==> src/rtl/bmc_pkg.sv <==
// ----------------------------------------------------------------------------
// bmc_pkg
// types, codes and update functions shared by the blinds motor controller
// ----------------------------------------------------------------------------
package bmc_pkg;

    localparam int DATA_W      = 16;
    localparam int CFG_INDEX_W = 1;

    localparam logic [DATA_W-1:0] KEEP_TIME_RESET  = 16'd30000;
    localparam logic [DATA_W-1:0] PRESS_TIME_RESET = 16'd1000;
    localparam logic [DATA_W-1:0] REPLY_FILL       = 16'h00F0;
    localparam int                REPLY_UP_SHIFT   = 12;
    localparam int                REPLY_DOWN_SHIFT = 8;

    typedef enum logic [1:0] {
        MODE_OFF   = 2'd0,
        MODE_PRESS = 2'd1,
        MODE_ON    = 2'd2,
        MODE_KEEP  = 2'd3
    } mode_t;

    typedef enum logic [2:0] {
        CMD_UP_FULL    = 3'd0,
        CMD_UP_VALUE   = 3'd1,
        CMD_DOWN_FULL  = 3'd2,
        CMD_DOWN_VALUE = 3'd3,
        CMD_UP_KEY     = 3'd4,
        CMD_DOWN_KEY   = 3'd5,
        CMD_GET_STATE  = 3'd6
    } cmd_t;

    typedef enum logic [CFG_INDEX_W-1:0] {
        CFG_KEEP_TIME  = 1'd0,
        CFG_PRESS_TIME = 1'd1
    } cfg_reg_t;

    // request type on the input channel
    localparam logic REQ_TICK = 1'b0;

    // debounce window outcome for the current tick
    typedef struct packed {
        logic done;
        logic up_hit;
        logic down_hit;
    } win_t;

    // per-direction service result
    typedef struct packed {
        mode_t             mode;
        logic              relay;
        logic [DATA_W-1:0] timer_start;
        logic [DATA_W-1:0] run_length;
    } serve_t;

    // modes and next relay levels seen by the output stage
    typedef struct packed {
        mode_t up_mode;
        mode_t down_mode;
        logic  up_relay_next;
        logic  down_relay_next;
    } dir_status_t;

    function automatic mode_t debounce(mode_t mode, logic hit);
        mode_t r;
        if (mode == MODE_KEEP) begin
            r = MODE_KEEP;
        end else if (hit) begin
            r = (mode == MODE_OFF) ? MODE_PRESS : MODE_ON;
        end else begin
            r = MODE_OFF;
        end
        return r;
    endfunction

    function automatic serve_t serve(
        mode_t             mode,
        mode_t             other,
        logic              relay,
        logic [DATA_W-1:0] timer_start,
        logic [DATA_W-1:0] run_length,
        logic [DATA_W-1:0] tick_now,
        logic [DATA_W-1:0] press_time,
        logic [DATA_W-1:0] keep_time
    );
        serve_t            r;
        logic [DATA_W-1:0] diff;
        r.mode        = mode;
        r.relay       = relay;
        r.timer_start = timer_start;
        r.run_length  = run_length;
        diff          = tick_now - timer_start;
        case (mode)
            MODE_PRESS: begin
                r.timer_start = tick_now;
                r.mode        = MODE_ON;
            end
            MODE_ON: begin
                if (diff >= press_time) begin
                    r.timer_start = tick_now;
                    r.relay       = 1'b1;
                    r.mode        = MODE_KEEP;
                    r.run_length  = keep_time;
                end
            end
            MODE_KEEP: begin
                // opposite direction active stops the run straight away
                if (other != MODE_OFF) begin
                    r.relay = 1'b0;
                    r.mode  = MODE_OFF;
                end else if (diff >= run_length) begin
                    r.timer_start = tick_now;
                    r.relay       = 1'b0;
                    r.mode        = MODE_OFF;
                end
            end
            default: begin
            end
        endcase
        return r;
    endfunction

endpackage

==> src/rtl/bmc_window.sv <==
// ----------------------------------------------------------------------------
// bmc_window
// debounce window: sample counters and window position for both buttons
// ----------------------------------------------------------------------------
module bmc_window #(
    parameter int WINDOW_LIMIT    = 50,
    parameter int PRESS_THRESHOLD = 10
) (
    input  logic            aclk,
    input  logic            aresetn,
    input  logic            tick_en,
    input  logic            up_level,
    input  logic            down_level,
    output bmc_pkg::win_t   win
);

    localparam int CW = $clog2(WINDOW_LIMIT + 2);

    logic [CW-1:0] pos_reg, pos_next;
    logic [CW-1:0] up_cnt_reg, up_cnt_next;
    logic [CW-1:0] down_cnt_reg, down_cnt_next;
    logic [CW-1:0] pos_inc, up_inc, down_inc;

    always_comb begin
        pos_inc  = pos_reg + CW'(1);
        up_inc   = up_cnt_reg + CW'(up_level);
        down_inc = down_cnt_reg + CW'(down_level);

        win.done     = int'(pos_inc) > WINDOW_LIMIT;
        win.up_hit   = int'(up_inc) > PRESS_THRESHOLD;
        win.down_hit = int'(down_inc) > PRESS_THRESHOLD;

        pos_next      = pos_reg;
        up_cnt_next   = up_cnt_reg;
        down_cnt_next = down_cnt_reg;
        if (tick_en) begin
            if (win.done) begin
                pos_next      = '0;
                up_cnt_next   = '0;
                down_cnt_next = '0;
            end else begin
                pos_next      = pos_inc;
                up_cnt_next   = up_inc;
                down_cnt_next = down_inc;
            end
        end
    end

    always_ff @(posedge aclk) begin
        if (!aresetn) begin
            pos_reg      <= '0;
            up_cnt_reg   <= '0;
            down_cnt_reg <= '0;
        end else begin
            pos_reg      <= pos_next;
            up_cnt_reg   <= up_cnt_next;
            down_cnt_reg <= down_cnt_next;
        end
    end

endmodule

==> src/rtl/bmc_dir_ctrl.sv <==
// ----------------------------------------------------------------------------
// bmc_dir_ctrl
// direction modes, run timer, relays, commands and settings registers
// ----------------------------------------------------------------------------
module bmc_dir_ctrl (
    input  logic                              aclk,
    input  logic                              aresetn,
    input  logic                              cfg_wr_en,
    input  logic [bmc_pkg::CFG_INDEX_W-1:0]   cfg_index,
    input  logic [bmc_pkg::DATA_W-1:0]        cfg_wr_data,
    input  logic                              item_en,
    input  logic                              is_tick,
    input  bmc_pkg::win_t                     win,
    input  logic [2:0]                        command_code,
    input  logic [bmc_pkg::DATA_W-1:0]        command_value,
    output bmc_pkg::dir_status_t              status
);

    logic [bmc_pkg::DATA_W-1:0] keep_time_reg, press_time_reg;
    logic [bmc_pkg::DATA_W-1:0] tick_reg, tick_next;
    logic [bmc_pkg::DATA_W-1:0] ts_reg, ts_next;
    logic [bmc_pkg::DATA_W-1:0] rl_reg, rl_next;
    bmc_pkg::mode_t             up_mode_reg, up_mode_next;
    bmc_pkg::mode_t             down_mode_reg, down_mode_next;
    logic                       up_relay_reg, up_relay_next;
    logic                       down_relay_reg, down_relay_next;

    // values after the tick or command, before the service pass
    logic [bmc_pkg::DATA_W-1:0] tick_c, ts_c, rl_c, run_len;
    bmc_pkg::mode_t             up_c, down_c;
    logic                       up_rel_c, down_rel_c;
    bmc_pkg::serve_t            sv_up, sv_down;

    always_comb begin
        tick_c     = tick_reg;
        ts_c       = ts_reg;
        rl_c       = rl_reg;
        up_c       = up_mode_reg;
        down_c     = down_mode_reg;
        up_rel_c   = up_relay_reg;
        down_rel_c = down_relay_reg;
        run_len    = (command_code[0]) ? command_value : keep_time_reg;

        if (is_tick) begin
            tick_c = tick_reg + bmc_pkg::DATA_W'(1);
            if (win.done) begin
                up_c   = bmc_pkg::debounce(up_mode_reg, win.up_hit);
                down_c = bmc_pkg::debounce(down_mode_reg, win.down_hit);
            end
        end else begin
            unique case (command_code)
                bmc_pkg::CMD_UP_FULL, bmc_pkg::CMD_UP_VALUE: begin
                    down_rel_c = 1'b0;
                    if (down_mode_reg != bmc_pkg::MODE_OFF) begin
                        down_c = bmc_pkg::MODE_OFF;
                    end else begin
                        up_rel_c = 1'b1;
                        up_c     = bmc_pkg::MODE_KEEP;
                        rl_c     = run_len;
                        ts_c     = tick_reg;
                    end
                end
                bmc_pkg::CMD_DOWN_FULL, bmc_pkg::CMD_DOWN_VALUE: begin
                    up_rel_c = 1'b0;
                    if (up_mode_reg != bmc_pkg::MODE_OFF) begin
                        up_c = bmc_pkg::MODE_OFF;
                    end else begin
                        down_rel_c = 1'b1;
                        down_c     = bmc_pkg::MODE_KEEP;
                        rl_c       = run_len;
                        ts_c       = tick_reg;
                    end
                end
                bmc_pkg::CMD_UP_KEY: begin
                    down_rel_c = 1'b0;
                    if (down_mode_reg != bmc_pkg::MODE_OFF) begin
                        down_c = bmc_pkg::MODE_OFF;
                    end else if (command_value != '0) begin
                        up_rel_c = 1'b1;
                    end else if (up_mode_reg != bmc_pkg::MODE_KEEP) begin
                        up_rel_c = 1'b0;
                    end
                end
                bmc_pkg::CMD_DOWN_KEY: begin
                    up_rel_c = 1'b0;
                    if (up_mode_reg != bmc_pkg::MODE_OFF) begin
                        up_c = bmc_pkg::MODE_OFF;
                    end else if (command_value != '0) begin
                        down_rel_c = 1'b1;
                    end else if (down_mode_reg != bmc_pkg::MODE_KEEP) begin
                        down_rel_c = 1'b0;
                    end
                end
                default: begin
                    // state query and unused code change nothing here
                end
            endcase
        end

        // service pass: up first, down sees the updated up mode and timer
        sv_up = bmc_pkg::serve(up_c, down_c, up_rel_c, ts_c, rl_c, tick_c,
                               press_time_reg, keep_time_reg);
        sv_down = bmc_pkg::serve(down_c, sv_up.mode, down_rel_c, sv_up.timer_start,
                                 sv_up.run_length, tick_c, press_time_reg, keep_time_reg);

        tick_next       = tick_c;
        ts_next         = sv_down.timer_start;
        rl_next         = sv_down.run_length;
        up_mode_next    = sv_up.mode;
        down_mode_next  = sv_down.mode;
        up_relay_next   = sv_up.relay;
        down_relay_next = sv_down.relay;

        status.up_mode         = up_mode_reg;
        status.down_mode       = down_mode_reg;
        status.up_relay_next   = up_relay_next;
        status.down_relay_next = down_relay_next;
    end

    always_ff @(posedge aclk) begin
        if (!aresetn) begin
            keep_time_reg  <= bmc_pkg::KEEP_TIME_RESET;
            press_time_reg <= bmc_pkg::PRESS_TIME_RESET;
            tick_reg       <= '0;
            ts_reg         <= '0;
            rl_reg         <= '0;
            up_mode_reg    <= bmc_pkg::MODE_OFF;
            down_mode_reg  <= bmc_pkg::MODE_OFF;
            up_relay_reg   <= 1'b0;
            down_relay_reg <= 1'b0;
        end else begin
            if (cfg_wr_en) begin
                unique case (cfg_index)
                    bmc_pkg::CFG_KEEP_TIME:  keep_time_reg  <= cfg_wr_data;
                    bmc_pkg::CFG_PRESS_TIME: press_time_reg <= cfg_wr_data;
                    default: begin
                    end
                endcase
            end
            if (item_en) begin
                tick_reg       <= tick_next;
                ts_reg         <= ts_next;
                rl_reg         <= rl_next;
                up_mode_reg    <= up_mode_next;
                down_mode_reg  <= down_mode_next;
                up_relay_reg   <= up_relay_next;
                down_relay_reg <= down_relay_next;
            end
        end
    end

endmodule

==> src/rtl/blinds_motor_controller.sv <==
// ----------------------------------------------------------------------------
// blinds_motor_controller
// up/down relay control for a blinds motor with button debounce and commands
// ----------------------------------------------------------------------------
// Every request is either a tick carrying the sampled button levels or a
// command, and each one yields exactly one result carrying the relay drive
// after the request and, for a state query, the state word. A request is
// handled combinationally: the whole update of the small mode, timer and
// debounce registers sits between the state and result registers, so a new
// request can be accepted every cycle and the result appears on the m_ side
// the cycle after acceptance. The only thing that holds requests back is a
// result waiting in the output register while m_ready is low. The user must
// write keep_time and press_time settings through the cfg_ port only while
// the block is idle (not enforced here); they reset to 30000 and 1000 ticks.
// ----------------------------------------------------------------------------
module blinds_motor_controller #(
    parameter int WINDOW_LIMIT    = 50,
    parameter int PRESS_THRESHOLD = 10
) (
    input  logic                             aclk,
    input  logic                             aresetn,
    // settings write port
    input  logic                             cfg_wr_en,
    input  logic [bmc_pkg::CFG_INDEX_W-1:0]  cfg_index,
    input  logic [bmc_pkg::DATA_W-1:0]       cfg_wr_data,
    // request channel
    input  logic                             s_valid,
    output logic                             s_ready,
    input  logic                             s_req_type,
    input  logic                             s_button_up_level,
    input  logic                             s_button_down_level,
    input  logic                             s_reed_closed,
    input  logic [2:0]                       s_command_code,
    input  logic [bmc_pkg::DATA_W-1:0]       s_command_value,
    // result channel
    output logic                             m_valid,
    input  logic                             m_ready,
    output logic                             m_relay_up,
    output logic                             m_relay_down,
    output logic                             m_reply_valid,
    output logic [bmc_pkg::DATA_W-1:0]       m_reply_word
);

    logic                       accept;
    logic                       tick_en;
    logic                       is_tick;
    logic                       reply_valid;
    logic [bmc_pkg::DATA_W-1:0] reply_word;
    bmc_pkg::win_t              win;
    bmc_pkg::dir_status_t       status;

    logic                       m_valid_reg, m_valid_next;
    logic                       relay_up_reg, relay_down_reg;
    logic                       reply_valid_reg;
    logic [bmc_pkg::DATA_W-1:0] reply_word_reg;

    // the result register frees up as soon as its content is taken
    assign s_ready = !m_valid_reg || m_ready;
    assign accept  = s_valid && s_ready;
    assign is_tick = (s_req_type == bmc_pkg::REQ_TICK);
    assign tick_en = accept && is_tick;

    bmc_window #(
        .WINDOW_LIMIT    (WINDOW_LIMIT),
        .PRESS_THRESHOLD (PRESS_THRESHOLD)
    ) u_window (
        .aclk       (aclk),
        .aresetn    (aresetn),
        .tick_en    (tick_en),
        .up_level   (s_button_up_level),
        .down_level (s_button_down_level),
        .win        (win)
    );

    bmc_dir_ctrl u_dir_ctrl (
        .aclk          (aclk),
        .aresetn       (aresetn),
        .cfg_wr_en     (cfg_wr_en),
        .cfg_index     (cfg_index),
        .cfg_wr_data   (cfg_wr_data),
        .item_en       (accept),
        .is_tick       (is_tick),
        .win           (win),
        .command_code  (s_command_code),
        .command_value (s_command_value),
        .status        (status)
    );

    // state word reports the modes as they stood before the request
    always_comb begin
        reply_valid = !is_tick && (s_command_code == bmc_pkg::CMD_GET_STATE);
        reply_word  = '0;
        if (reply_valid) begin
            reply_word = (bmc_pkg::DATA_W'(status.up_mode) << bmc_pkg::REPLY_UP_SHIFT)
                       | (bmc_pkg::DATA_W'(status.down_mode) << bmc_pkg::REPLY_DOWN_SHIFT)
                       | bmc_pkg::REPLY_FILL
                       | bmc_pkg::DATA_W'(s_reed_closed);
        end
    end

    always_comb begin
        m_valid_next = m_valid_reg;
        if (accept) begin
            m_valid_next = 1'b1;
        end else if (m_ready) begin
            m_valid_next = 1'b0;
        end
    end

    // handshake control
    always_ff @(posedge aclk) begin
        if (!aresetn) begin
            m_valid_reg <= 1'b0;
        end else begin
            m_valid_reg <= m_valid_next;
        end
    end

    // result payload, loaded only on acceptance
    always_ff @(posedge aclk) begin
        if (accept) begin
            relay_up_reg    <= status.up_relay_next;
            relay_down_reg  <= status.down_relay_next;
            reply_valid_reg <= reply_valid;
            reply_word_reg  <= reply_word;
        end
    end

    assign m_valid       = m_valid_reg;
    assign m_relay_up    = relay_up_reg;
    assign m_relay_down  = relay_down_reg;
    assign m_reply_valid = reply_valid_reg;
    assign m_reply_word  = reply_word_reg;

    // a waiting result must block new requests
    a_stall_blocks: assert property (@(posedge aclk) disable iff (!aresetn)
        (m_valid && !m_ready) |-> !s_ready)
        else $error("request accepted while result stalled");

    // result register empty straight after reset
    a_reset_empty: assert property (@(posedge aclk)
        !aresetn |=> !m_valid)
        else $error("result valid after reset");

    // state word carries its fixed fill bits
    a_reply_fill: assert property (@(posedge aclk) disable iff (!aresetn)
        (m_valid && m_reply_valid) |-> (m_reply_word[7:4] == 4'hF))
        else $error("state word fill bits wrong");

    // no state word without a query
    a_reply_zero: assert property (@(posedge aclk) disable iff (!aresetn)
        (m_valid && !m_reply_valid) |-> (m_reply_word == '0))
        else $error("state word present without a query");

    // an accepted request always leaves a result behind
    a_accept_result: assert property (@(posedge aclk) disable iff (!aresetn)
        accept |=> m_valid)
        else $error("accepted request produced no result");

endmodule
==> config.mk <==
export PLATFORM = sky130hd
export DESIGN_NAME = blinds_motor_controller
export DESIGN_NICKNAME = d
export VERILOG_FILES = /design/src/rtl/bmc_pkg.sv /design/src/rtl/bmc_window.sv /design/src/rtl/bmc_dir_ctrl.sv /design/src/rtl/blinds_motor_controller.sv
export SDC_FILE = /design/constraint.sdc
export NUM_CORES = 1
export LEC_CHECK = 0
export ABC_CLOCK_PERIOD_IN_PS = 27700
export BUFFER_PORTS_ARGS = -buffer_cell sky130_fd_sc_hd__buf_2
export CAP_MARGIN = 10
export CORE_MARGIN = 3
export CORE_UTILIZATION = 60
export CTS_CLUSTER_DIAMETER = 80
export DETAILED_ROUTE_END_ITERATION = 8
export GPL_ROUTABILITY_DRIVEN = 0
export GPL_TIMING_DRIVEN = 0
export HOLD_SLACK_MARGIN = 0.03
export PLACE_DENSITY_LB_ADDON = 0.25
export SLEW_MARGIN = 10
export SYNTH_ARGS = -nofsm -noshare
export SYNTH_HDL_FRONTEND = slang
export SYNTH_SLANG_ARGS = --single-unit
==> constraint.sdc <==
create_clock -name aclk -period 27.7 [get_ports aclk]
set_input_delay 5.54 -clock aclk [delete_from_list [all_inputs] [get_ports aclk]]
set_output_delay 5.54 -clock aclk [all_outputs]
set_load 0.05 [all_outputs]
==> results.ini <==
[run_status]
status = finished clean

[die]
ios = 66
core_um2 = 14900
die_area_um2 = 17000
fp-row-count = 44
start_util_pct = 62.5
fp.dieH_um = 130
die_w_um = 130

[setup_path]
cp_slowest_cell = a221oi_1
r2r_cells = 46
path_class = in -> reg
worstPathRequired_ns = 28.00
cpPeakStageDelay_ns = 0.76
start_kind = primary input
rr_endpoint = u_dir_ctrl.ts_reg[8]$_SDFFE_PN0P_
cp_data_arrival_time_ns = 17.32
r2r_slack_ns = 15.52
reg2reg_from = u_dir_ctrl.up_mode_reg[1]$_SDFFE_PN0P_
crit_path_max_fanout = 10
endpoint_kind = register
cp-startpoint = s_req_type
setup.worst_path.end = u_dir_ctrl.ts_reg[8]$_SDFFE_PN0P_

[route]
drc = 0
post_drt_via_cell_ratio = 6.12
drt_wl_total_mm = 25.7
drt-wirelength-per-cell_um = 18.1
postRouteAntennaNets = 0
drt-initial-drc-count = 646
first_pass_iters = 5
route.vias.total = 8685

[min_path]
hold_path.class = reg -> reg

[logic_synthesis]
netlist_area_um2 = 9300
seq_area_frac_synth_pct = 25.5
synth_cell_types = 73
syn_avg_cell_area_um2 = 8.15
ys.flop_type = dfxtp_1
synth_edf_count = 9
synth_seq_cells = 114
synthesis.instances = 1141
ys_warn_count = 0
async_flop_share_pct = 0

[timing]
worstMarginPinSlew_ns = 1.02
max-slew-margin-rel_pct = 31.7
final.min_clock_period_ns = 17.03
setup_viol = 0
finalClockSkew_ns = 0.0112
fmax_ghz = 0.0587
setup-tns-final_ns = 0
final-max-slew-violation-count = 0
final_hold_viol_count = 0
rsz0062_at_grt = false
fin_crit_sh_pct = 61.5

[power_and_ir_drop]
p_int_uw = 397
switchingPower_uw = 218
clkPwrFrac_pct = 34.1
p_per_area_nw_per_um2 = 59.1
switching_share_pct = 35.4
total_power_uw = 614
pwr-share-comb_pct = 36.8
p_leak_nw = 4.52
max-vdd-ir-drop_mv = 0.0463
power_frac_seq_pct = 29.1

[run]
maxCapViolations = 0

[final_layout]
n_antenna_cell = 0
areaGrowthSynthToFinish_pct = 11.7
nFillCells = 1193
final_common_cell = nand2_1
final_nets = 1370
final_layout_size_suffix_gt1_share_pct = 12.6
layout_common_cells = nand2_1, dfxtp_1, ha_1

[global_route]
antenna_found_initial = 0
grt_first_pass_wirelength_mm = 41.4
grtUsageTotal_pct = 30.7
grt_max_degree = 19
overflow = 0
grt_pass1_vias = 8376

[clock_network]
clk_path_buf_depth = 2
cts_root_buf = clkbuf_16
cts_hold_buf = 0
tritoncts = done
clock_latency_ns = 0.43
cts_made_buffers = 17
cts_resized = 0
h-tree-depth = 4
clk_pin_slew_worst_paths_ns = 0.05
clkSinkCount = 114
post-cts-setup-buffer-count = 0

[placement]
portBuffers = 56
dp_hpwl_mm = 19.0

-- through the flow --
stage / hold WS, ns / setup slack, ns / cells / instance area (um^2) / utilization [%]
after floorplan: 0.431 / 12.99 / 1147 / 9320 / -
after global placement: 0.438 / 10.76 / 1387 / 9830 / 66.1
after detailed placement: 0.442 / 10.64 / 1387 / 9830 / 66.1
after CTS: 0.449 / 10.94 / 1418 / 10400 / 69.9
after global routing: 0.463 / 9.77 / 1418 / 10400 / 69.9
final: 0.450 / 10.67 / 1418 / 10400 / 69.9
-- layout make-up --
class / instances / area [um^2] / area share [%]
Inverter: 63 / 236 / 2.28
Clock inverter: 9 / 82.6 / 0.795
Timing Repair Buffer: 56 / 280 / 2.70
Clock buffer: 22 / 474 / 4.57
Multi-Input combinational cell: 903 / 6400 / 61.6
Sequential cell: 114 / 2370 / 22.8
Tap cell: 184 / 230 / 2.22
Buffer: 67 / 313 / 3.01
-- synthesized netlist by cell type, types with 13 or more instances --
cell type,n,share of area (%)
inv_1,63,2.5
a21oi_1,54,2.9
xnor2_1,39,3.7
xor2_1,25,2.4
nand3_1,48,2.6
a21o_1,23,1.9
mux2i_1,35,3.8
clkbuf_1,45,1.8
a21boi_1,13,1.0
ha_1,101,14
nand2_1,155,6.3
mux2_2,24,2.9
o211ai_1,47,3.8
and2_1,25,1.7
nor3_1,18,0.97
o21ai_0,46,2.5
a21boi_0,37,3.0
nor2b_1,18,1.2
nor2_1,53,2.1
dfxtp_1,105,23
-- power groups by stage --
| stage | Sequential (mW) | Clock (mW) | Combinational, mW |
|---|---|---|---|
| 4_1_cts | 0.179 | 0.210 | 0.222 |
| 5_1_grt | 0.179 | 0.216 | 0.253 |
| 2_1_floorplan | 0.184 | 0 | 0.162 |
| 3_5_place_dp | 0.182 | 0 | 0.219 |
| 3_3_place_gp | 0.182 | 0 | 0.214 |
| 6_report | 0.179 | 0.209 | 0.226 |
-- worst min-delay path by stage --
| stage | from | end | slack, ns | cells after the start |
|---|---|---|---|---|
| after global placement | u_dir_ctrl.rl_reg[11]$_SDFFE_PN0P_ | u_dir_ctrl.rl_reg[11]$_SDFFE_PN0P_ | 0.44 | 2 |
| after detailed placement | u_dir_ctrl.rl_reg[15]$_SDFFE_PN0P_ | u_dir_ctrl.rl_reg[15]$_SDFFE_PN0P_ | 0.44 | 2 |
| after CTS | u_dir_ctrl.rl_reg[15]$_SDFFE_PN0P_ | u_dir_ctrl.rl_reg[15]$_SDFFE_PN0P_ | 0.45 | 2 |
| final | u_dir_ctrl.rl_reg[15]$_SDFFE_PN0P_ | u_dir_ctrl.rl_reg[15]$_SDFFE_PN0P_ | 0.45 | 2 |
| after global routing | u_dir_ctrl.rl_reg[3]$_SDFFE_PN0P_ | u_dir_ctrl.rl_reg[3]$_SDFFE_PN0P_ | 0.46 | 2 |
| after floorplan | u_dir_ctrl.rl_reg[10]$_SDFFE_PN0P_ | u_dir_ctrl.rl_reg[10]$_SDFFE_PN0P_ | 0.43 | 2 |
-- critical path, delay by kind of cell --
family / cells / cell delay [ns]
adders and majority gates: 4 / 1.03
buffers and inverters: 9 / 2.52
AOI/OAI and AO/OA: 25 / 6.47
and+or+nand+nor: 4 / 0.57
xor gates and xnor gates: 2 / 0.35
muxes: 2 / 0.79
-- kinds of logic after synthesis --
logic type                 count (synthesis)  synth area share, %
and+or+nand+nor                          368                 18.5
AOI/OAI and AO/OA                        293                 21.9
other                                      1               0.0403
xor gates and xnor gates                  65                 6.20
adders and majority gates                103                 14.0
DFF                                      114                 25.5
muxes                                     67                 7.97
buffers and inverters                    130                 5.91
-- routing by layer --
metal  share of wire, %  vias up  global-route usage, %
met3                6.1       56                   5.33
met4                2.4        0                   10.0
met1                 43     4108                   38.6
met5                  0        -                      0
met2                 48      307                   53.4
li1                   -     4214                      -
No activity file was read; power rests on OpenSTA's default activity.
